File: config.mk
export PLATFORM = sky130hd
export DESIGN_NAME = tsnv_search
export DESIGN_NICKNAME = d
export VERILOG_FILES = /design/src/sv/two_set_nearest_visit_query_core_defines.svh /design/src/sv/tsnv_pkg.sv /design/src/sv/tsnv_search.sv
export SDC_FILE = /design/constraint.sdc
export NUM_CORES = 1
export LEC_CHECK = 0
export ABC_CLOCK_PERIOD_IN_PS = 6600
export BUFFER_PORTS_ARGS = -buffer_cell sky130_fd_sc_hd__buf_2
export CELL_PAD_IN_SITES_DETAIL_PLACEMENT = 0
export CELL_PAD_IN_SITES_GLOBAL_PLACEMENT = 1
export CORE_MARGIN = 5
export CORE_UTILIZATION = 46
export CTS_BUF_LIST = sky130_fd_sc_hd__clkbuf_4 sky130_fd_sc_hd__clkbuf_8
export CTS_CLUSTER_DIAMETER = 100
export DETAILED_ROUTE_END_ITERATION = 6
export GPL_TIMING_DRIVEN = 0
export PLACE_DENSITY_LB_ADDON = 0.1
export RECOVER_POWER = 25
export SYNTH_ARGS = -nofsm -noshare
export SYNTH_HDL_FRONTEND = slang
export SYNTH_SLANG_ARGS = --single-unit
export TNS_END_PERCENT = 20
File: constraint.sdc
create_clock -name clk_i -period 6.6 [get_ports clk_i]
set_input_delay 0.99 -clock clk_i [delete_from_list [all_inputs] [get_ports clk_i]]
set_output_delay 0.99 -clock clk_i [all_outputs]
set_load 0.005 [all_outputs]
File: src/sv/two_set_nearest_visit_query_core_defines.svh
// Assertion macros for the block's top-level RTL.
`ifndef TWO_SET_NEAREST_VISIT_QUERY_CORE_DEFINES_SVH
`define TWO_SET_NEAREST_VISIT_QUERY_CORE_DEFINES_SVH

`ifndef SYNTHESIS
// Checked outside reset.
`define TSNV_ASSERT(lbl, clk, rstn, prop) \
  lbl: assert property (@(posedge clk) disable iff (!rstn) (prop)) \
    else $error("tsnv assertion failed");
// Checked at every edge, reset included.
`define TSNV_ASSERT_ALWAYS(lbl, clk, prop) \
  lbl: assert property (@(posedge clk) (prop)) \
    else $error("tsnv assertion failed");
`else
`define TSNV_ASSERT(lbl, clk, rstn, prop)
`define TSNV_ASSERT_ALWAYS(lbl, clk, prop)
`endif

`endif

File: src/sv/tsnv_pkg.sv
package tsnv_pkg;

  localparam int unsigned DEPTH   = 4096;
  localparam int unsigned POS_W   = 34;
  localparam int unsigned ADDR_W  = $clog2(DEPTH);
  localparam int unsigned SLOT_W  = 12;
  localparam int unsigned CNT_W   = 13;
  // search index covers 0 .. n+2
  localparam int unsigned IDX_W   = $clog2(DEPTH + 3);
  localparam int unsigned DIST_W  = 37;
  localparam int unsigned CAND_W  = DIST_W + 2;
  // signed working width for x - entry and entry - x
  localparam int unsigned ARITH_W = 36;
  localparam int unsigned OP_W    = 2;
  localparam int unsigned CFG_IDX_W = 2;

  localparam logic [OP_W-1:0] OP_WR_A  = 2'd0;
  localparam logic [OP_W-1:0] OP_WR_B  = 2'd1;
  localparam logic [OP_W-1:0] OP_QUERY = 2'd2;

  localparam logic [CFG_IDX_W-1:0] CFG_COUNT_A = 2'd0;
  localparam logic [CFG_IDX_W-1:0] CFG_COUNT_B = 2'd1;

  localparam logic signed [ARITH_W-1:0] FAR_LEFT  = -36'sd10000000000;
  localparam logic signed [ARITH_W-1:0] FAR_RIGHT = 36'sd20000000000;
  localparam logic [DIST_W-1:0] DIST_MAX = {DIST_W{1'b1}};

  typedef struct packed {
    logic              en;
    logic [ADDR_W-1:0] addr;
  } mem_rd_t;

  typedef struct packed {
    logic             start;
    logic [POS_W-1:0] x;
    logic [IDX_W-1:0] n;
  } srch_req_t;

  typedef struct packed {
    logic              done;
    logic [DIST_W-1:0] left;
    logic [DIST_W-1:0] right;
  } srch_rsp_t;

  typedef struct packed {
    logic              valid;
    logic [DIST_W-1:0] la;
    logic [DIST_W-1:0] ra;
    logic [DIST_W-1:0] lb;
    logic [DIST_W-1:0] rb;
  } comb_in_t;

  // Table entry with far marks at index 0 and beyond n.
  function automatic logic signed [ARITH_W-1:0] marked(
    input logic [IDX_W-1:0] idx,
    input logic [IDX_W-1:0] n,
    input logic [POS_W-1:0] data
  );
    logic signed [ARITH_W-1:0] r;
    if (idx == '0) begin
      r = FAR_LEFT;
    end else if (idx > n) begin
      r = FAR_RIGHT;
    end else begin
      r = $signed(ARITH_W'(data));
    end
    return r;
  endfunction

  // Clamp a count register to the table depth.
  function automatic logic [IDX_W-1:0] sat_count(input logic [CNT_W-1:0] cnt);
    logic [IDX_W-1:0] r;
    if (32'(cnt) > DEPTH) begin
      r = IDX_W'(DEPTH);
    end else begin
      r = IDX_W'(cnt);
    end
    return r;
  endfunction

endpackage

File: src/sv/tsnv_search.sv
// Two lower-bound searches over one table: key x+1 (left) and key x (right).
// Each probe is a RAM read, then a compare; then one fetch of both neighbor entries.
module tsnv_search (
  input  logic                        clk_i,
  input  logic                        rst_ni,
  input  tsnv_pkg::srch_req_t         req_i,
  output tsnv_pkg::srch_rsp_t         rsp_o,
  output tsnv_pkg::mem_rd_t           rd_l_o,
  output tsnv_pkg::mem_rd_t           rd_r_o,
  input  logic [tsnv_pkg::POS_W-1:0]  rd_l_data_i,
  input  logic [tsnv_pkg::POS_W-1:0]  rd_r_data_i
);

  localparam logic [1:0] S_IDLE  = 2'd0;
  localparam logic [1:0] S_ISSUE = 2'd1;
  localparam logic [1:0] S_CMP   = 2'd2;
  localparam logic [1:0] S_FINAL = 2'd3;

  logic [1:0] state_q, state_d;
  logic [tsnv_pkg::IDX_W-1:0] lo_l_q, lo_l_d, hi_l_q, hi_l_d;
  logic [tsnv_pkg::IDX_W-1:0] lo_r_q, lo_r_d, hi_r_q, hi_r_d;
  logic [tsnv_pkg::IDX_W-1:0] mid_l_q, mid_l_d, mid_r_q, mid_r_d;
  logic [tsnv_pkg::IDX_W-1:0] n_q, n_d;
  logic [tsnv_pkg::POS_W-1:0] x_q, x_d;
  logic [tsnv_pkg::DIST_W-1:0] left_q, left_d, right_q, right_d;
  logic done_q, done_d;

  logic act_l, act_r;
  logic [tsnv_pkg::IDX_W:0] sum_l, sum_r;
  logic [tsnv_pkg::IDX_W-1:0] fetch_l;
  logic signed [tsnv_pkg::ARITH_W-1:0] x_s, e_l, e_r, d_l, d_r;
  logic pred_l, pred_r;

  assign act_l   = lo_l_q < hi_l_q;
  assign act_r   = lo_r_q < hi_r_q;
  assign sum_l   = {1'b0, lo_l_q} + {1'b0, hi_l_q};
  assign sum_r   = {1'b0, lo_r_q} + {1'b0, hi_r_q};
  assign fetch_l = (lo_l_q == '0) ? '0 : lo_l_q - 1'b1;

  assign x_s    = $signed(tsnv_pkg::ARITH_W'(x_q));
  assign e_l    = tsnv_pkg::marked(mid_l_q, n_q, rd_l_data_i);
  assign e_r    = tsnv_pkg::marked(mid_r_q, n_q, rd_r_data_i);
  // entry < x+1 for the left search, entry < x for the right search
  assign pred_l = e_l <= x_s;
  assign pred_r = e_r < x_s;
  assign d_l    = x_s - e_l;
  assign d_r    = e_r - x_s;

  always_comb begin
    state_d = state_q;
    lo_l_d  = lo_l_q;
    hi_l_d  = hi_l_q;
    lo_r_d  = lo_r_q;
    hi_r_d  = hi_r_q;
    mid_l_d = mid_l_q;
    mid_r_d = mid_r_q;
    n_d     = n_q;
    x_d     = x_q;
    left_d  = left_q;
    right_d = right_q;
    done_d  = 1'b0;
    unique case (state_q)
      S_IDLE: begin
        if (req_i.start) begin
          lo_l_d  = '0;
          lo_r_d  = '0;
          hi_l_d  = req_i.n + tsnv_pkg::IDX_W'(2);
          hi_r_d  = req_i.n + tsnv_pkg::IDX_W'(2);
          n_d     = req_i.n;
          x_d     = req_i.x;
          state_d = S_ISSUE;
        end
      end
      S_ISSUE: begin
        if (act_l || act_r) begin
          mid_l_d = sum_l[tsnv_pkg::IDX_W:1];
          mid_r_d = sum_r[tsnv_pkg::IDX_W:1];
          state_d = S_CMP;
        end else begin
          mid_l_d = fetch_l;
          mid_r_d = lo_r_q;
          state_d = S_FINAL;
        end
      end
      S_CMP: begin
        if (act_l) begin
          if (pred_l) begin
            lo_l_d = mid_l_q + 1'b1;
          end else begin
            hi_l_d = mid_l_q;
          end
        end
        if (act_r) begin
          if (pred_r) begin
            lo_r_d = mid_r_q + 1'b1;
          end else begin
            hi_r_d = mid_r_q;
          end
        end
        state_d = S_ISSUE;
      end
      S_FINAL: begin
        left_d = d_l[tsnv_pkg::ARITH_W-1] ? '0
                 : tsnv_pkg::DIST_W'(d_l[tsnv_pkg::ARITH_W-2:0]);
        if (mid_r_q > n_q + 1'b1) begin
          right_d = tsnv_pkg::DIST_MAX;
        end else begin
          right_d = d_r[tsnv_pkg::ARITH_W-1] ? '0
                    : tsnv_pkg::DIST_W'(d_r[tsnv_pkg::ARITH_W-2:0]);
        end
        done_d  = 1'b1;
        state_d = S_IDLE;
      end
      default: state_d = S_IDLE;
    endcase
  end

  // read the entry below the index (index 0 is the far-left mark)
  assign rd_l_o.en   = state_q == S_ISSUE;
  assign rd_l_o.addr = tsnv_pkg::ADDR_W'(mid_l_d - 1'b1);
  assign rd_r_o.en   = state_q == S_ISSUE;
  assign rd_r_o.addr = tsnv_pkg::ADDR_W'(mid_r_d - 1'b1);

  always_ff @(posedge clk_i or negedge rst_ni) begin
    if (!rst_ni) begin
      state_q <= S_IDLE;
      done_q  <= 1'b0;
    end else begin
      state_q <= state_d;
      done_q  <= done_d;
    end
  end

  always_ff @(posedge clk_i) begin
    lo_l_q  <= lo_l_d;
    hi_l_q  <= hi_l_d;
    lo_r_q  <= lo_r_d;
    hi_r_q  <= hi_r_d;
    mid_l_q <= mid_l_d;
    mid_r_q <= mid_r_d;
    n_q     <= n_d;
    x_q     <= x_d;
    left_q  <= left_d;
    right_q <= right_d;
  end

  assign rsp_o.done  = done_q;
  assign rsp_o.left  = left_q;
  assign rsp_o.right = right_q;

endmodule

==> metrics.md <==
| Metric | Value |
|---|---|
| Status | complete, but fails checks |
| Failing checks | max-capacitance violations, max-slew violations |
| Root Driver | clkbuf_8 |
| Max Fclk | between 150 and 200 MHz |
| Gate Count Post-Synth | approximately 1700 |
| Library cells used by synthesis | 87 |
| Worst reg2reg path endpoint | left_q[29]$_SDFFCE_PP0P_ |
| Detail Placement HPWL | 39.5 mm |
| Total track usage | 0.263 |
| Worst reg2reg path depth | 24 |
| Die ar. | around 37000 um^2 |
| Post-synthesis async set-or-reset flop share | 0.0151 |
| Fin crit period | between 6 and 7 ns |
| Maximum VDD drop | 209 uV |
| Share of layout cells above drive strength 1 | 0.149 |
| Via/cell ratio | 5.56 |
| Post-route antenna net violation count | 0 |
| Cts hold-fix bufs | 0 |
| CP Data Required Time | just under 7 ns |
| Yosys warnings | 0 |
| Final Wtd Congestion | 0.913 |
| Worst Path Arrival | 6.51 ns |
| Crit path kind | reg -> reg |
| FP Rows | 67 |
| Switch share | 0.499 |
| Clock Sink Count | 199 |
| WL final | between 40 and 50 mm |
| Largest net degree at the start of global routing | 49 |
| Antenna violations before repair | 10 |
| Post-route cell area | between 15000 and 20000 um^2 |
| Combinational group share of total power | 0.663 |
| Die width | slightly below 200 um |
| Average cell area after synthesis | ~9.2 um^2 |
| P per Cell Area | approximately 570 nW/um^2 |
| Setup crit end kind | register |
| Worst slew pin tran | 1.87 ns |
| Slew Viols, Final | 25 |
| CTS Buf Count | 17 |
| # IOs | approximately 220 |
| Layout net count | 2208 |
| Leading cell type in the layout, fill and taps excluded | buf_2 |
| Worst setup SP type | register |
| Multi-input combinational cell area | 8940 um^2 |
| Core ar. | 33300 um^2 |
| Pre-antenna DRT Iters | 5 |
| CTS H-Tree Depth | 4 |
| Area growth syn-to-layout | 14.0% |
| Starting density of the core | 0.462 |
| Util after Layout | 0.527 |
| Setup violators final | 0 |
| Clock tree buffer depth | 2 |
| Total of max-cap violations | 1 |
| Vias in the first global route | between 10000 and 15000 |
| DRC errors left | 0 |
| Flop pwr share | 0.250 |
| Fillers | 3197 |
| Die Span Y | between 150 and 200 um |
| Tcrit/Tclk final | 0.948 |
| Max FO, Critical Path | 10 |
| Worst skew pair latency | approximately 0.52 ns |
| Pre-CTS WS | -0.512 ns |
| DP Area | roughly 17000 um^2 |
| Hold crit path type | in -> async |
| Most frequent cells in the layout | buf_2, edfxtp_1, ha_1 |
| Final-report hold violation count | 0 |
| Main synth FF type | edfxtp_1 |
| Max_slew headroom | -0.247 |
| Switching pwr | 5.00 mW |
| CTS clk-pin slew, worst paths | between 0.1 and 0.15 ns |
| Sequential cell area | roughly 5700 um^2 |
| Leak | 7.69 nW |
| Avg WL per Cell | around 21 um |
| Initial DRC count | approximately 750 |
| FF+latch count, synth | 199 |
| Reg2reg start | n_q[6]$_DFFE_PP_ |
| Clock share of power | 0.086 |
| First-pass GRT wire length | 74.1 mm |
| Grt ovf | 0 |
| Pint | around 5.0 mW |
| Syn Std Cell Area | 15400 um^2 |
| Port buffer count | 216 |
| Setup TNS | 0 ns |
| R2r setup slk | about 0.35 ns |
| Fin worst setup slack | about 0.35 ns |
| Post-synth EDFFs | 172 |
| DR vias | 13200 |
| CTS tree | yes |
| RSZ-0062 raised after global routing | yes |
| Seq/Total Area, Yosys | 0.372 |
| Setup Skew | just under 0.03 ns |
## repair_timing
item,4_1_cts,5_1_grt
endpoints found under the hold margin,0,0
setup endpoints to repair,39,116
buffers inserted,0,0
gates resized for setup,5,13
## cells in the mapped netlist (all sizes together), types with 6 or more instances
master	instances	area [um^2]
nand3	42	210
nand4	31	194
a31oi	10	62.6
nor2b	15	93.8
mux2i	7	70.1
a221oi	10	100
o31ai	16	139
o21bai	17	128
a21oi	127	636
xnor2	72	631
a21boi	13	97.6
edfxtp	172	5160
a211oi	13	97.6
ha	166	2080
o21a	28	210
o211ai	12	100
xor2	61	534
nor2	147	559
nor3	37	190
or2	6	37.5
nor4	10	83.8
clkbuf	46	173
or3	15	98.8
a21o	52	390
o21ai	103	527
and3	33	206
nand2b	26	163
dfxtp	24	480
buf	18	114
and2	14	87.6
inv	131	492
nand2	135	514
## through the flow
step / total power, mW / std cells / hold slack [ns]
floorplan: 6.99 / 1680 / 0.493
global placement: 9.05 / 2344 / 0.537
detailed placement: 9.08 / 2350 / 0.579
CTS: 10.0 / 2382 / 0.202
global route: 10.9 / 2382 / 0.235
finish: 10.0 / 2383 / 0.258
## worst max-delay path by stage
stage,startpoint,endpoint,slack [ns],cells past startpoint
after global placement,req_i[47],lo_l_q[11]$_SDFFCE_PN0P_,-2.12,4
after CTS,n_q[6]$_DFFE_PP_,left_q[29]$_SDFFCE_PP0P_,0.02,24
final,n_q[6]$_DFFE_PP_,left_q[29]$_SDFFCE_PP0P_,0.35,24
after global routing,n_q[6]$_DFFE_PP_,right_q[15]$_SDFFCE_PN1P_,-0.06,24
after detailed placement,n_q[6]$_DFFE_PP_,lo_r_q[9]$_SDFFCE_PN0P_,-0.51,23
after floorplan,req_i[47],lo_l_q[0]$_SDFFCE_PN0P_,0.62,3
## power by group through the flow
stage	Sequential, mW	Clock, mW	Combinational [mW]
2_1_floorplan	2.38	0	4.61
4_1_cts	2.50	0.885	6.62
6_report	2.51	0.862	6.64
3_5_place_dp	2.52	0	6.55
3_3_place_gp	2.56	0	6.49
5_1_grt	2.55	0.928	7.37
## worst max-delay path, cell delays in order (launching register included)
cell and delay (ns):
edfxtp_1 0.46, inv_1 0.20, ha_1 0.29, a21o_1 0.16, a21o_1 0.17, a21o_1 0.16
a21oi_1 0.15, nor2_1 0.06, o32ai_1 0.27, inv_1 0.27, nor2_2 0.31, clkbuf_4 0.30
nand2_1 0.08, ha_1 0.34, a21oi_1 0.15, nand2_1 0.08, o21ai_1 0.22, a2111oi_0 0.13
or3b_1 0.48, a21oi_1 0.31, o31ai_1 0.15, or4b_1 0.53, nand2_1 0.27, buf_2 0.35
a211oi_1 0.09
## cell type report
class / count / share of cell area
clock buffers: 18 / 0.0141
flip-flops and latches: 199 / 0.326
diodes: 2 / 0.000285
plain buffers: 63 / 0.0165
clock inverters: 14 / 0.00921
multi-input cells: 1286 / 0.510
well taps: 448 / 0.0320
repair buffers: 222 / 0.0637
inverters: 131 / 0.0280
## metal layers
layer	global-route usage	part of all wire	wire (um)
met5	0	0.0023	113
met3	0.0472	0.052	2560
met2	0.458	0.50	24300
met1	0.327	0.42	20700
met4	0.0900	0.029	1430
## logic make-up after synthesis
logic type      Yosys count  share of synthesized area
buf+inv                 195                     0.0506
xor+xnor                133                     0.0758
fa+ha+maj               170                      0.140
flops                   199                      0.372
simple gates            532                      0.170
other cells               1                   0.000244
mux                       7                    0.00456
compound gates          442                      0.186
## registers in the layout (all words and copies together), names as in the netlist
| name | count |
|---|---|
| done_q | 1 |
| right_q | 36 |
| lo_l_q | 13 |
| n_q | 13 |
| hi_l_q | 13 |
| left_q | 35 |
| hi_r_q | 13 |
| x_q | 34 |
| state_q | 2 |
| mid_l_q | 13 |
| lo_r_q | 13 |
| mid_r_q | 13 |
(Power assumes the default switching activity.)
