`config.mk`:
```
export PLATFORM = sky130hd
export DESIGN_NAME = tsnv_combine
export DESIGN_NICKNAME = d
export VERILOG_FILES = /design/src/sv/two_set_nearest_visit_query_core_defines.svh /design/src/sv/tsnv_pkg.sv /design/src/sv/tsnv_combine.sv
export SDC_FILE = /design/constraint.sdc
export NUM_CORES = 1
export LEC_CHECK = 0
export BUFFER_PORTS_ARGS = -buffer_cell sky130_fd_sc_hd__buf_2
export CAP_MARGIN = 5
export CORE_AREA = 4 4 289 291
export CTS_BUF_LIST = sky130_fd_sc_hd__clkbuf_4 sky130_fd_sc_hd__clkbuf_8
export CTS_CLUSTER_SIZE = 8
export DETAILED_ROUTE_END_ITERATION = 10
export DIE_AREA = 0 0 293 295
export GPL_ROUTABILITY_DRIVEN = 0
export SKIP_LAST_GASP = 1
export SYNTH_ARGS = -nofsm -noshare
export SYNTH_HDL_FRONTEND = slang
export SYNTH_SLANG_ARGS = --single-unit
```
`constraint.sdc`:
```
create_clock -name clk_i -period 13.2 [get_ports clk_i]
set_input_delay 0 -clock clk_i [delete_from_list [all_inputs] [get_ports clk_i]]
set_output_delay 0 -clock clk_i [all_outputs]
set_load 0.01 [all_outputs]
```
`src/sv/two_set_nearest_visit_query_core_defines.svh`:
```
// Assertion macros for the block's top-level RTL.
`ifndef TWO_SET_NEAREST_VISIT_QUERY_CORE_DEFINES_SVH
`define TWO_SET_NEAREST_VISIT_QUERY_CORE_DEFINES_SVH

`ifndef SYNTHESIS
// Checked outside reset.
`define TSNV_ASSERT(lbl, clk, rstn, prop) \
  lbl: assert property (@(posedge clk) disable iff (!rstn) (prop)) \
    else $error("tsnv assertion failed");
// Checked at every edge, reset included.
`define TSNV_ASSERT_ALWAYS(lbl, clk, prop) \
  lbl: assert property (@(posedge clk) (prop)) \
    else $error("tsnv assertion failed");
`else
`define TSNV_ASSERT(lbl, clk, rstn, prop)
`define TSNV_ASSERT_ALWAYS(lbl, clk, prop)
`endif

`endif

```
`src/sv/tsnv_pkg.sv`:
```
package tsnv_pkg;

  localparam int unsigned DEPTH   = 4096;
  localparam int unsigned POS_W   = 34;
  localparam int unsigned ADDR_W  = $clog2(DEPTH);
  localparam int unsigned SLOT_W  = 12;
  localparam int unsigned CNT_W   = 13;
  // search index covers 0 .. n+2
  localparam int unsigned IDX_W   = $clog2(DEPTH + 3);
  localparam int unsigned DIST_W  = 37;
  localparam int unsigned CAND_W  = DIST_W + 2;
  // signed working width for x - entry and entry - x
  localparam int unsigned ARITH_W = 36;
  localparam int unsigned OP_W    = 2;
  localparam int unsigned CFG_IDX_W = 2;

  localparam logic [OP_W-1:0] OP_WR_A  = 2'd0;
  localparam logic [OP_W-1:0] OP_WR_B  = 2'd1;
  localparam logic [OP_W-1:0] OP_QUERY = 2'd2;

  localparam logic [CFG_IDX_W-1:0] CFG_COUNT_A = 2'd0;
  localparam logic [CFG_IDX_W-1:0] CFG_COUNT_B = 2'd1;

  localparam logic signed [ARITH_W-1:0] FAR_LEFT  = -36'sd10000000000;
  localparam logic signed [ARITH_W-1:0] FAR_RIGHT = 36'sd20000000000;
  localparam logic [DIST_W-1:0] DIST_MAX = {DIST_W{1'b1}};

  typedef struct packed {
    logic              en;
    logic [ADDR_W-1:0] addr;
  } mem_rd_t;

  typedef struct packed {
    logic             start;
    logic [POS_W-1:0] x;
    logic [IDX_W-1:0] n;
  } srch_req_t;

  typedef struct packed {
    logic              done;
    logic [DIST_W-1:0] left;
    logic [DIST_W-1:0] right;
  } srch_rsp_t;

  typedef struct packed {
    logic              valid;
    logic [DIST_W-1:0] la;
    logic [DIST_W-1:0] ra;
    logic [DIST_W-1:0] lb;
    logic [DIST_W-1:0] rb;
  } comb_in_t;

  // Table entry with far marks at index 0 and beyond n.
  function automatic logic signed [ARITH_W-1:0] marked(
    input logic [IDX_W-1:0] idx,
    input logic [IDX_W-1:0] n,
    input logic [POS_W-1:0] data
  );
    logic signed [ARITH_W-1:0] r;
    if (idx == '0) begin
      r = FAR_LEFT;
    end else if (idx > n) begin
      r = FAR_RIGHT;
    end else begin
      r = $signed(ARITH_W'(data));
    end
    return r;
  endfunction

  // Clamp a count register to the table depth.
  function automatic logic [IDX_W-1:0] sat_count(input logic [CNT_W-1:0] cnt);
    logic [IDX_W-1:0] r;
    if (32'(cnt) > DEPTH) begin
      r = IDX_W'(DEPTH);
    end else begin
      r = IDX_W'(cnt);
    end
    return r;
  endfunction

endpackage

```
`src/sv/tsnv_combine.sv`:
```
// Six visiting costs, then a two-level minimum and saturation.
module tsnv_combine (
  input  logic                          clk_i,
  input  logic                          rst_ni,
  input  tsnv_pkg::comb_in_t            in_i,
  output logic                          res_valid_o,
  output logic [tsnv_pkg::DIST_W-1:0]   res_distance_o
);

  logic v1_q, v2_q, v3_q;
  logic [tsnv_pkg::CAND_W-1:0] c_q [6];
  logic [tsnv_pkg::CAND_W-1:0] m_q [3];
  logic [tsnv_pkg::DIST_W-1:0] res_q;

  logic [tsnv_pkg::CAND_W-1:0] la, ra, lb, rb, m01, m_fin;

  assign la = tsnv_pkg::CAND_W'(in_i.la);
  assign ra = tsnv_pkg::CAND_W'(in_i.ra);
  assign lb = tsnv_pkg::CAND_W'(in_i.lb);
  assign rb = tsnv_pkg::CAND_W'(in_i.rb);

  assign m01   = (m_q[0] < m_q[1]) ? m_q[0] : m_q[1];
  assign m_fin = (m01 < m_q[2]) ? m01 : m_q[2];

  always_ff @(posedge clk_i or negedge rst_ni) begin
    if (!rst_ni) begin
      v1_q <= 1'b0;
      v2_q <= 1'b0;
      v3_q <= 1'b0;
    end else begin
      v1_q <= in_i.valid;
      v2_q <= v1_q;
      v3_q <= v2_q;
    end
  end

  always_ff @(posedge clk_i) begin
    if (in_i.valid) begin
      c_q[0] <= (la > lb) ? la : lb;
      c_q[1] <= (ra > rb) ? ra : rb;
      c_q[2] <= (la << 1) + rb;
      c_q[3] <= (lb << 1) + ra;
      c_q[4] <= la + (rb << 1);
      c_q[5] <= lb + (ra << 1);
    end
    if (v1_q) begin
      m_q[0] <= (c_q[0] < c_q[1]) ? c_q[0] : c_q[1];
      m_q[1] <= (c_q[2] < c_q[3]) ? c_q[2] : c_q[3];
      m_q[2] <= (c_q[4] < c_q[5]) ? c_q[4] : c_q[5];
    end
    if (v2_q) begin
      res_q <= (m_fin < tsnv_pkg::CAND_W'(tsnv_pkg::DIST_MAX))
               ? m_fin[tsnv_pkg::DIST_W-1:0] : tsnv_pkg::DIST_MAX;
    end
  end

  assign res_valid_o    = v3_q;
  assign res_distance_o = res_q;

endmodule

```
==> qor.csv, run 1 <==
metric;value;unit
Seq pwr share;40.2;%
core area;80500;sq um
Initial Util;35.0;%
synth warn;0;
CP Max Fanout;32;
Worst Skew;0.0328;ns
register area share after synthesis;41.0;%
WS Path Type;register to register;
Die Height;295;microns
R2R Path End;res_distance_o[29];
Post-synth ARST share;0.779;%
Min-Delay Path Class;input port to register;
final hold violation count;0;
die width;293;microns
count leader, synth;ha_1;
Hold Buf Count CTS;226;
unrepaired setup endpoints after global routing;no;
Yosys top cell by area;edfxtp_1;
Static Leak;15.0;nW
Peak VDD IR;0.0731;mV
number of enable flip-flop cells after synthesis;382;
Syn Area/Cell;10.9;sq um
startpoint types;register;
Crit. End Element;register;
Via density;5.36;
Via Count;22334;
Resized cells post-CTS;0;
HPWL Detailed;70800;microns
gr usage total;20.5;%
Initial DRT Pass Iterations;7;
minimum clock period;5.58;ns
Sink Count;385;
dpl cell area;30500;sq um
Layout fillers;7550;
switching power;0.00151;W
I/O pins;189;
Residual DRC;0;
Netlist cell types;73;
Post-Syn Instances;2583;
wire length per cell;21.7;microns
max cap viols;0;
vias in the first global route;21668;
Yosys reg bits;385;
Synth top cells by count;404 x ha_1, 382 x edfxtp_1, 302 x inv_1;
GRT overflow;0;
post-CTS setup buffer count;0;
run status;complete, no violations;
CTS tree;done;
Finished Cell Area;34100;sq um
Max transition margin;33.8;%
worst-margin pin slew;0.994;ns
die footprint;86400;sq um
fin. max-slew vios;0;
flop-to-flop setup slack;7.62;ns
CTS buffer count;69;
CTS H-Tree Depth;3;
post-synthesis cell area;28200;sq um
post-route clock period utilization;42.2;%
nets@finish;3612;
Yosys top cell area share;40.7;%
initial antenna violation count;9;
CTS max path bufs;3;
Pwr Density;130;nW/um^2
worst r2r src;m_q[0][2];
Pint;0.00293;W
# port buffers;188;
first-pass GRT wire length;134000;microns
clock power share;25.7;%
Gate power share;34.1;%
Clk Tree Root Cell;clkbuf_8;
pin count of the biggest net entering global routing;102;
share of post-route cells with drive strength above 1;17.8;%
Finish-stage setup viols;0;
total power;0.00444;W
largest cells by area after synthesis;edfxtp_1 41%, ha_1 18%, mux2_2 8.7%, inv_1 4.0%, a21o_1 3.5%;
Critical Path AT;5.92;ns
worst-case reg-to-reg path depth;19;
Setup crit start;m_q[0][2];
cell row count;104;
Critical Path End;res_distance_o[29];
Sw Share;33.9;%
clock transition at the registers of the reported paths;0.06;ns
Skew-Pair Late Insertion Delay;0.66;ns
CP Data Required Time;13.55;ns
Initial DRC Count;1868;
area grow syn2layout;21.1;%
final wirelength;90500;microns
setup TNS;0;ns
main flop type after synthesis;edfxtp_1;
Routed Antenna Nets;0;
Max Freq;0.179;GHz
==> cells by family (layout without fill, tap and decap cells) <==
logic type,after synthesis,count (layout),synth area share [%]
multiplexers,228,228,9.08
XOR/XNOR,123,123,3.82
AND/OR/NAND/NOR,461,461,8.18
other,1,7,0.0133
adder cells (fa/ha/maj),408,408,18.2
AO/OA/AOI/OAI,640,640,15.1
flip-flops,385,385,41.0
buffers and inverters,337,854,4.62
==> final cells by class <==
type / instances / area [sq um] / area share, %
clock inverter: 32 / 275 / 0.806
tap: 1060 / 1330 / 3.88
timing repair buffer: 433 / 3360 / 9.83
sequential: 385 / 11500 / 33.8
inverter: 302 / 1130 / 3.32
antenna: 5 / 12.5 / 0.0366
multi-input combinational: 1862 / 15400 / 45.1
clock buffer: 87 / 1080 / 3.18
==> how the worst min path moves through the flow <==
stage | cells past startpoint | from | to | slack, ns
floorplan | 0 | rst_ni | res_valid_o | -0.30
global placement | 1 | rst_ni | res_valid_o | -0.20
detailed placement | 1 | rst_ni | res_valid_o | -0.20
CTS | 4 | in_i[5] | c_q[4][7] | 0.003
global route | 3 | in_i[50] | c_q[3][14] | 0.04
finish | 3 | in_i[29] | c_q[2][29] | 0.07
==> sequential cells by signal, summed over array words and instances (netlist names) <==
register / count
c_q: 230
m_q: 115
res_distance_o: 37
res_valid_o: 1
v1_q: 1
v2_q: 1
==> power by group through the flow <==
stage	combinational (W)	clock [W]	sequential [W]
after floorplan	0.000931	0	0.00174
after CTS	0.00149	0.00117	0.00178
after global placement	0.00139	0	0.00181
after global routing	0.00166	0.00122	0.00180
final	0.00151	0.00114	0.00178
after detailed placement	0.00140	0	0.00181
==> layout by cell type, fill, tap and decap left out, types with 35 or more instances in the layout <==
cell           count
a21o_1           132
a21oi_1          187
buf_2            187
clkbuf_8          69
dlygate4sd3_1    226
edfxtp_1         382
ha_1             404
inv_1            302
mux2_2           218
nand2_1          104
nand3_1           35
nand4_1           81
nor2_1           104
o21a_1            36
o21ai_0           97
xnor2_1           93
==> metal layers <==
metal	share of wire [%]	global-route usage [%]
met2	45	32.5
met3	6.3	2.38
met5	0	0
met1	45	28.9
met4	3.4	7.59
==> critical path: stages, from the launching register on <==
cell      delay, ns
edfxtp_1       0.42
ha_1           0.33
nand2_1        0.05
o21ai_0        0.25
a41oi_1        0.15
o21ai_0        0.32
a311oi_1       0.21
o21ai_4        0.37
buf_4          0.44
mux2_2         0.41
ha_1           0.31
nand4_1        0.09
nor2_1         0.20
nand2_1        0.13
nor3_1         0.27
o211ai_1       0.13
a21oi_1        0.38
or2_1          0.26
buf_4          0.38
a41oi_1        0.17
==> stage by stage <==
stage | setup slack, ns | utilization [%] | std cells | hold WS, ns
floorplan | 8.15 | - | 2584 | -0.296
global placement | 7.74 | 37.9 | 3816 | -0.200
detailed placement | 7.70 | 37.9 | 3816 | -0.197
CTS | 7.65 | 42.4 | 4161 | 0.00312
global route | 7.29 | 42.4 | 4165 | 0.0426
finish | 7.62 | 42.4 | 4166 | 0.0690
No activity file was read; power rests on OpenSTA's default activity.
==> run 2, diff against run 1 <==
==> constraint.sdc (replaced) <==
create_clock -name clk_i -period 5.5 [get_ports clk_i]
set_input_delay 0 -clock clk_i [delete_from_list [all_inputs] [get_ports clk_i]]
set_output_delay 0 -clock clk_i [all_outputs]
set_load 0.01 [all_outputs]
==> qor.csv, run 2 (synthesis results as in run 1) <==
metric;value;unit;change
hold endpoint;c_q[5][16];;was c_q[2][29]
Gate power share;33.7;%;was 34.1%
CP max stage cell;a2111oi_1;;was buf_4
CP cell instances;ha_1 > nand4_1 > or3_1 > nor3_1 > a311oi_2 > o21ai_4 > mux2_2 > ha_1 > a21o_1 > nand3_1 > a21oi_1 > a2111oi_1 > nor2_1 > o21ai_0 > nand4_1 > or2_1 > buf_4 > o32a_1;;was ha_1 > nand2_1 > o21ai_0 > a41oi_1 > o21ai_0 > a311oi_1 > o21ai_4 > buf_4 > mux2_2 > ha_1 > nand4_1 > nor2_1 > nand2_1 > nor3_1 > o211ai_1 > a21oi_1 > or2_1 > buf_4 > a41oi_1
cell row count;104;;unchanged
pin count of the biggest net entering global routing;170;;was 102
Sink Count;385;;unchanged
Largest delay share family, worst path;compound AO/OA/AOI/OAI gates;;unchanged
startpoint types;register;;unchanged
CP bufs+invs;1;;was 2
Peak VDD IR;0.168;mV;was 0.0731 mV
Via density;5.39;;was 5.36
Crit. End Element;register;;unchanged
core area;80500;sq um;unchanged
commonest non-fill, non-tap cell in the layout;ha_1;;unchanged
first-pass GRT wire length;137000;microns;was 134000 microns
die width;293;microns;unchanged
Critical Path AT;5.75;ns;was 5.92 ns
die footprint;86400;sq um;unchanged
nets@finish;3609;;was 3612
gr busiest metal;met2;;unchanged
Finished Cell Area;34200;sq um;was 34100 sq um
Seq pwr share;39.3;%;was 40.2%
CTS tree;done;;unchanged
vias in the first global route;22173;;was 21.7k
minimum clock period;5.37;ns;was 5.58 ns
wire length per cell;22.0;microns;was 21.7 microns
CP Data Required Time;5.88;ns;was 13.55 ns
placed insts;3821;;was 3816
Residual DRC;0;;unchanged
max reg flops;230;;unchanged
Clk Tree Root Cell;clkbuf_8;;unchanged
fin cells;4165;;was 4166
I/O pins;189;;unchanged
R2R Path End;res_distance_o[27];;was res_distance_o[29]
fin. max-slew vios;0;;unchanged
Reg with most FFs;c_q;;unchanged
area grow syn2layout;21.4;%;was 21.1%
Die Height;295;microns;unchanged
CTS H-Tree Depth;3;;unchanged
Initial Util;35.0;%;unchanged
run status;complete, no violations;;unchanged
Routed Antenna Nets;0;;unchanged
worst r2r src;m_q[0][29];;was m_q[0][2]
switching power;0.00364;W;was 0.00151 W
Skew-Pair Late Insertion Delay;0.65;ns;was 0.66 ns
hold_sp;in_i[89];;was in_i[29]
commonest cells after routing, fill and taps aside;404 x ha_1, 382 x edfxtp_1, 302 x inv_1;;unchanged
WS Path Type;register to register;;unchanged
final wirelength;91700;microns;was 90500 microns
GRT overflow;0;;unchanged
CTS buffer count;71;;was 69
Pwr Density;318;nW/um^2;was 130 nW/um^2
Max Freq;0.186;GHz;was 0.179 GHz
flop-to-flop setup slack;0.13;ns;was 7.62 ns
Finish-stage setup viols;0;;unchanged
worst-margin pin slew;1.05;ns;was 0.994 ns
Pint;0.00723;W;was 0.00293 W
Max transition margin;30.1;%;was 33.8%
Sw Share;33.5;%;was 33.9%
dpl cell area;30600;sq um;was 30500 sq um
clock power share;27.0;%;was 25.7%
worst-case reg-to-reg path depth;18;;was 19
Static Leak;15.0;nW;about the same
Via Count;22435;;was 22.3k
Initial DRT Pass Iterations;7;;unchanged
max cap viols;0;;unchanged
CTS max path bufs;3;;unchanged
GR Util met1;29.1;%;was 28.9%
final hold violation count;0;;unchanged
share of post-route cells with drive strength above 1;18.2;%;was 17.8%
met3 Usage GRT;2.64;%;was 2.38%
Setup Slack @ Placement;0.119;ns;was 7.70 ns
gr usage total;20.8;%;was 20.5%
Initial DRC Count;1944;;was 1868
max incr delay on CP;0.44;ns;about the same
final worst setup slack;0.127;ns;was 7.62 ns
Min-Delay Path Class;input port to register;;unchanged
Worst Skew;0.0315;ns;was 0.0328 ns
CP Max Fanout;14;;was 32
Hold Crit Depth;3;;unchanged
initial antenna violation count;9;;unchanged
# port buffers;188;;unchanged
GR Layer Usage met2;32.7;%;was 32.5%
post-route clock period utilization;97.7;%;was 42.2%
HPWL Detailed;71300;microns;was 70800 microns
clock transition at the registers of the reported paths;0.06;ns;about the same
## run 2: cell count changes in the layout (fill, tap and decap cells not counted), sizes merged
cell	delta
clkinv	-2
inv	-2
buf	+5
dlygate4sd3	-10
bufinv	+2
clkinvlp	-2
diode	+1
clkbuf	+7
## run 2: timing repair
action                                  CTS  global route
endpoints found under the hold margin   243             0
buffers inserted                          0             0
endpoints found under the setup margin    0            37
resized for setup                         0             5
hold buffers                            216             0
## run 2: tightest hold or removal path, stage by stage
cell and delay, ns:
buf_2 0.18, ha_1 0.24, xnor2_1 0.13
## run 2: layer usage
layer / part of all wire (%) / wire length, microns / vias up
met5: 0.017 / 16 / -
met4: 4.2 / 3850 / 2
met3: 6.0 / 5530 / 181
met2: 44 / 40700 / 764
met1: 45 / 41600 / 10809
li1: - / - / 10679
## run 2: per-stage QoR
stage | power, W | hold slack [ns] | utilization, % | TNS [ns]
6_report | 0.0109 | 0.0434 | 42.5 | 0
2_1_floorplan | 0.00642 | -0.296 | - | 0
3_5_place_dp | 0.00774 | -0.198 | 38.0 | 0
3_3_place_gp | 0.00771 | -0.201 | 38.0 | 0
4_1_cts | 0.0109 | 0.000766 | 42.5 | 0
5_1_grt | 0.0115 | 0.0390 | 42.5 | -0.0116
## run 2: worst max-delay path by stage
stage | startpoint | end | cells after the start
final | m_q[0][29] | res_distance_o[27] | 18
after global routing | m_q[0][29] | res_distance_o[34] | 18
after CTS | m_q[0][2] | res_distance_o[26] | 19
after detailed placement | m_q[0][2] | res_distance_o[32] | 19
after global placement | m_q[0][2] | res_distance_o[33] | 19
after floorplan | m_q[0][30] | res_distance_o[10] | 21
## run 2: final cells by class
type                            instances  area (sq um)
Clock inverter                         28           299
Sequential cell                       385         11500
Multi-Input combinational cell       1862         15400
Fill cell                            7552         46300
Timing Repair Buffer                  428          3330
Clock buffer                           94          1170
Tap cell                             1060          1330
Inverter                              302          1130
Antenna cell                            6          15.0
## run 2: power by group through the flow
stage	Clock (W)	Sequential, W	Combinational, W
detailed placement	0	0.00434	0.00340
global route	0.00315	0.00433	0.00402
global placement	0	0.00433	0.00338
finish	0.00293	0.00427	0.00367
floorplan	0	0.00419	0.00224
CTS	0.00300	0.00428	0.00361
==> run 3, diff against run 2 <==
--- a/config.mk
+++ b/config.mk
@@ -7,12 +7,15 @@
 export LEC_CHECK = 0
 export BUFFER_PORTS_ARGS = -buffer_cell sky130_fd_sc_hd__buf_2
 export CAP_MARGIN = 5
+export CELL_PAD_IN_SITES_DETAIL_PLACEMENT = 2
+export CELL_PAD_IN_SITES_GLOBAL_PLACEMENT = 2
 export CORE_AREA = 4 4 289 291
 export CTS_BUF_LIST = sky130_fd_sc_hd__clkbuf_4 sky130_fd_sc_hd__clkbuf_8
 export CTS_CLUSTER_SIZE = 8
 export DETAILED_ROUTE_END_ITERATION = 10
 export DIE_AREA = 0 0 293 295
 export GPL_ROUTABILITY_DRIVEN = 0
+export PLACE_DENSITY_LB_ADDON = 0.1
 export SKIP_LAST_GASP = 1
 export SYNTH_ARGS = -nofsm -noshare
 export SYNTH_HDL_FRONTEND = slang
==> qor.csv, run 3 (synthesis results as in run 1) <==
metric;value;unit;change
Via density;5.50;;was 5.39
Gate power share;34.7;%;was 33.7%
Via Count;23182;;was 22.4k
max reg flops;230;;unchanged
cell row count;104;;unchanged
Static Leak;15.2;nW;was 15.0 nW
metal2 WL;52200;microns;was 40700 microns
Seq pwr share;38.8;%;was 39.3%
Min-Delay Path Class;input port to register;;unchanged
WL met3;4330;microns;was 5530 microns
wire length per cell;26.7;microns;was 22.0 microns
WS Path Type;register to register;;unchanged
clock power share;26.5;%;was 27.0%
pin count of the biggest net entering global routing;134;;was 170
Routed Antenna Nets;0;;unchanged
top routing layer in use;met5;;unchanged
initial antenna violation count;10;;was 9
gr usage total;25.6;%;was 20.8%
CP Max Fanout;22;;was 14
final hold slack;0.0522;ns;was 0.0434 ns
fin cells;4215;;was 4165
share of post-route cells with drive strength above 1;18.7;%;was 18.2%
max incr delay on CP;0.43;ns;was 0.44 ns
worst-margin pin slew;1.01;ns;was 1.05 ns
Die Height;295;microns;unchanged
CTS tree;done;;unchanged
Layout fillers;8405;;was 7552
clock transition at the registers of the reported paths;0.06;ns;about the same
CP max stage cell;edfxtp_1;;was a2111oi_1
final hold violation count;0;;unchanged
fin. max-slew vios;0;;unchanged
Peak VDD IR;0.150;mV;was 0.168 mV
Sink Count;385;;unchanged
die footprint;86400;sq um;unchanged
fin util;42.9;%;was 42.5%
commonest cells after routing, fill and taps aside;404 x ha_1, 382 x edfxtp_1, 302 x inv_1;;unchanged
Initial Util;35.0;%;unchanged
CTS buffer count;77;;was 71
Critical Path AT;5.71;ns;was 5.75 ns
# port buffers;188;;unchanged
Initial DRT Pass Iterations;5;;was 7
HPWL Detailed;87300;microns;was 71300 microns
Clk Tree Root Cell;clkbuf_8;;unchanged
Crit. End Element;register;;unchanged
minimum clock period;5.33;ns;was 5.37 ns
first-pass GRT wire length;167000;microns;was 137000 microns
vias in the first global route;25712;;was 22.2k
CTS max path bufs;3;;unchanged
Worst Skew;0.0374;ns;was 0.0315 ns
I/O pins;189;;unchanged
Max Freq;0.188;GHz;was 0.186 GHz
Residual DRC;0;;unchanged
CP bufs+invs;3;;was 1
Pint;0.00721;W;was 0.00723 W
nets@finish;3649;;was 3609
CP Data Required Time;5.88;ns;about the same
M1 wire length;52300;microns;was 41600 microns
core area;80500;sq um;unchanged
Reg with most FFs;c_q;;unchanged
CTS H-Tree Depth;3;;unchanged
commonest non-fill, non-tap cell in the layout;ha_1;;unchanged
total power;0.0112;W;was 0.0109 W
Largest delay share family, worst path;compound AO/OA/AOI/OAI gates;;unchanged
post-route clock period utilization;96.8;%;was 97.7%
max cap viols;0;;unchanged
Pwr Density;324;nW/um^2;was 318 nW/um^2
run status;complete, no violations;;unchanged
Finish-stage setup viols;0;;unchanged
Max transition margin;32.8;%;was 30.1%
GRT overflow;0;;unchanged
Initial DRC Count;1398;;was 1944
Skew-Pair Late Insertion Delay;0.67;ns;was 0.65 ns
die width;293;microns;unchanged
final wirelength;112000;microns;was 91700 microns
switching power;0.00399;W;was 0.00364 W
Sw Share;35.6;%;was 33.5%
area grow syn2layout;22.7;%;was 21.4%
startpoint types;register;;unchanged
unrepaired setup endpoints after global routing;no;;
CP cell instances;ha_1 > a21o_1 > a211o_1 > a41oi_1 > o21ai_0 > a311oi_2 > o21ai_4 > buf_6 > buf_4 > mux2_2 > ha_1 > nand4_1 > nor2_1 > nand2_1 > nor3_1 > o211ai_1 > a21oi_1 > or2_1 > buf_6 > a41oi_1;;was ha_1 > nand4_1 > or3_1 > nor3_1 > a311oi_2 > o21ai_4 > mux2_2 > ha_1 > a21o_1 > nand3_1 > a21oi_1 > a2111oi_1 > nor2_1 > o21ai_0 > nand4_1 > or2_1 > buf_4 > o32a_1
placed insts;3832;;was 3821
## run 3: layout make-up
cell class	instances	area [sq um]	area share, %
inverter	302	1130	3.28
antenna	5	12.5	0.0362
clock inverter	37	198	0.572
multi-input combinational	1862	15400	44.6
tap	1060	1330	3.84
clock buffer	102	1300	3.77
sequential	385	11500	33.4
timing repair buffer	462	3630	10.5
## run 3: worst paths after layout
check                      startpoint  cells past startpoint                  to  slack [ns]
min in group asynchronous      rst_ni                      3                v1_q        0.26
min                          in_i[23]                      3          c_q[2][23]        0.05
max in group asynchronous      rst_ni                      3                v1_q        5.06
min reg2reg                 c_q[2][0]                      1          m_q[0][39]        0.58
max                         m_q[0][4]                     20  res_distance_o[29]        0.17
max reg2reg                 m_q[0][4]                     20  res_distance_o[29]        0.17
## run 3: timing repair
item                                   CTS  global route
endpoints found under the hold margin  301             0
gates resized for setup                  2             2
gates cloned                             0             0
setup endpoints to repair               21            20
hold buffers                           236             0
pin swaps                                1             0
buffers inserted                         3             0
## run 3: worst reg2reg max path, delay by kind of cell, from the launching register on
family / cells / cell delay, ns
AOI/OAI and AO/OA: 9 / 2.08
adders and majority gates: 2 / 0.66
buffers and inverters: 3 / 0.65
DFF: 1 / 0.43
muxes: 1 / 0.32
and+or+nand+nor: 5 / 0.90
## run 3: through the flow
stage | TNS, ns | cell area (sq um) | worst slack (ns)
after floorplan | 0 | 28200 | 0.453
after global placement | 0 | 30700 | 0.242
after detailed placement | -0.202 | 30700 | -0.104
after CTS | 0 | 34600 | 0.155
after global routing | 0 | 34600 | 0.0215
final | 0 | 34600 | 0.174
## run 3: power by group through the flow
stage / Combinational (W) / Clock [W] / Sequential, W
5_1_grt: 0.00426 / 0.00318 / 0.00439
6_report: 0.00388 / 0.00297 / 0.00435
4_1_cts: 0.00387 / 0.00306 / 0.00434
3_3_place_gp: 0.00345 / 0 / 0.00438
2_1_floorplan: 0.00224 / 0 / 0.00419
3_5_place_dp: 0.00362 / 0 / 0.00440
## run 3: routing by layer
metal | track usage (%) | up-vias
met3 | 3.67 | 172
met4 | 8.14 | 6
met1 | 34.9 | 11747
li1 | - | 10757
met2 | 42.2 | 500
met5 | 0 | -
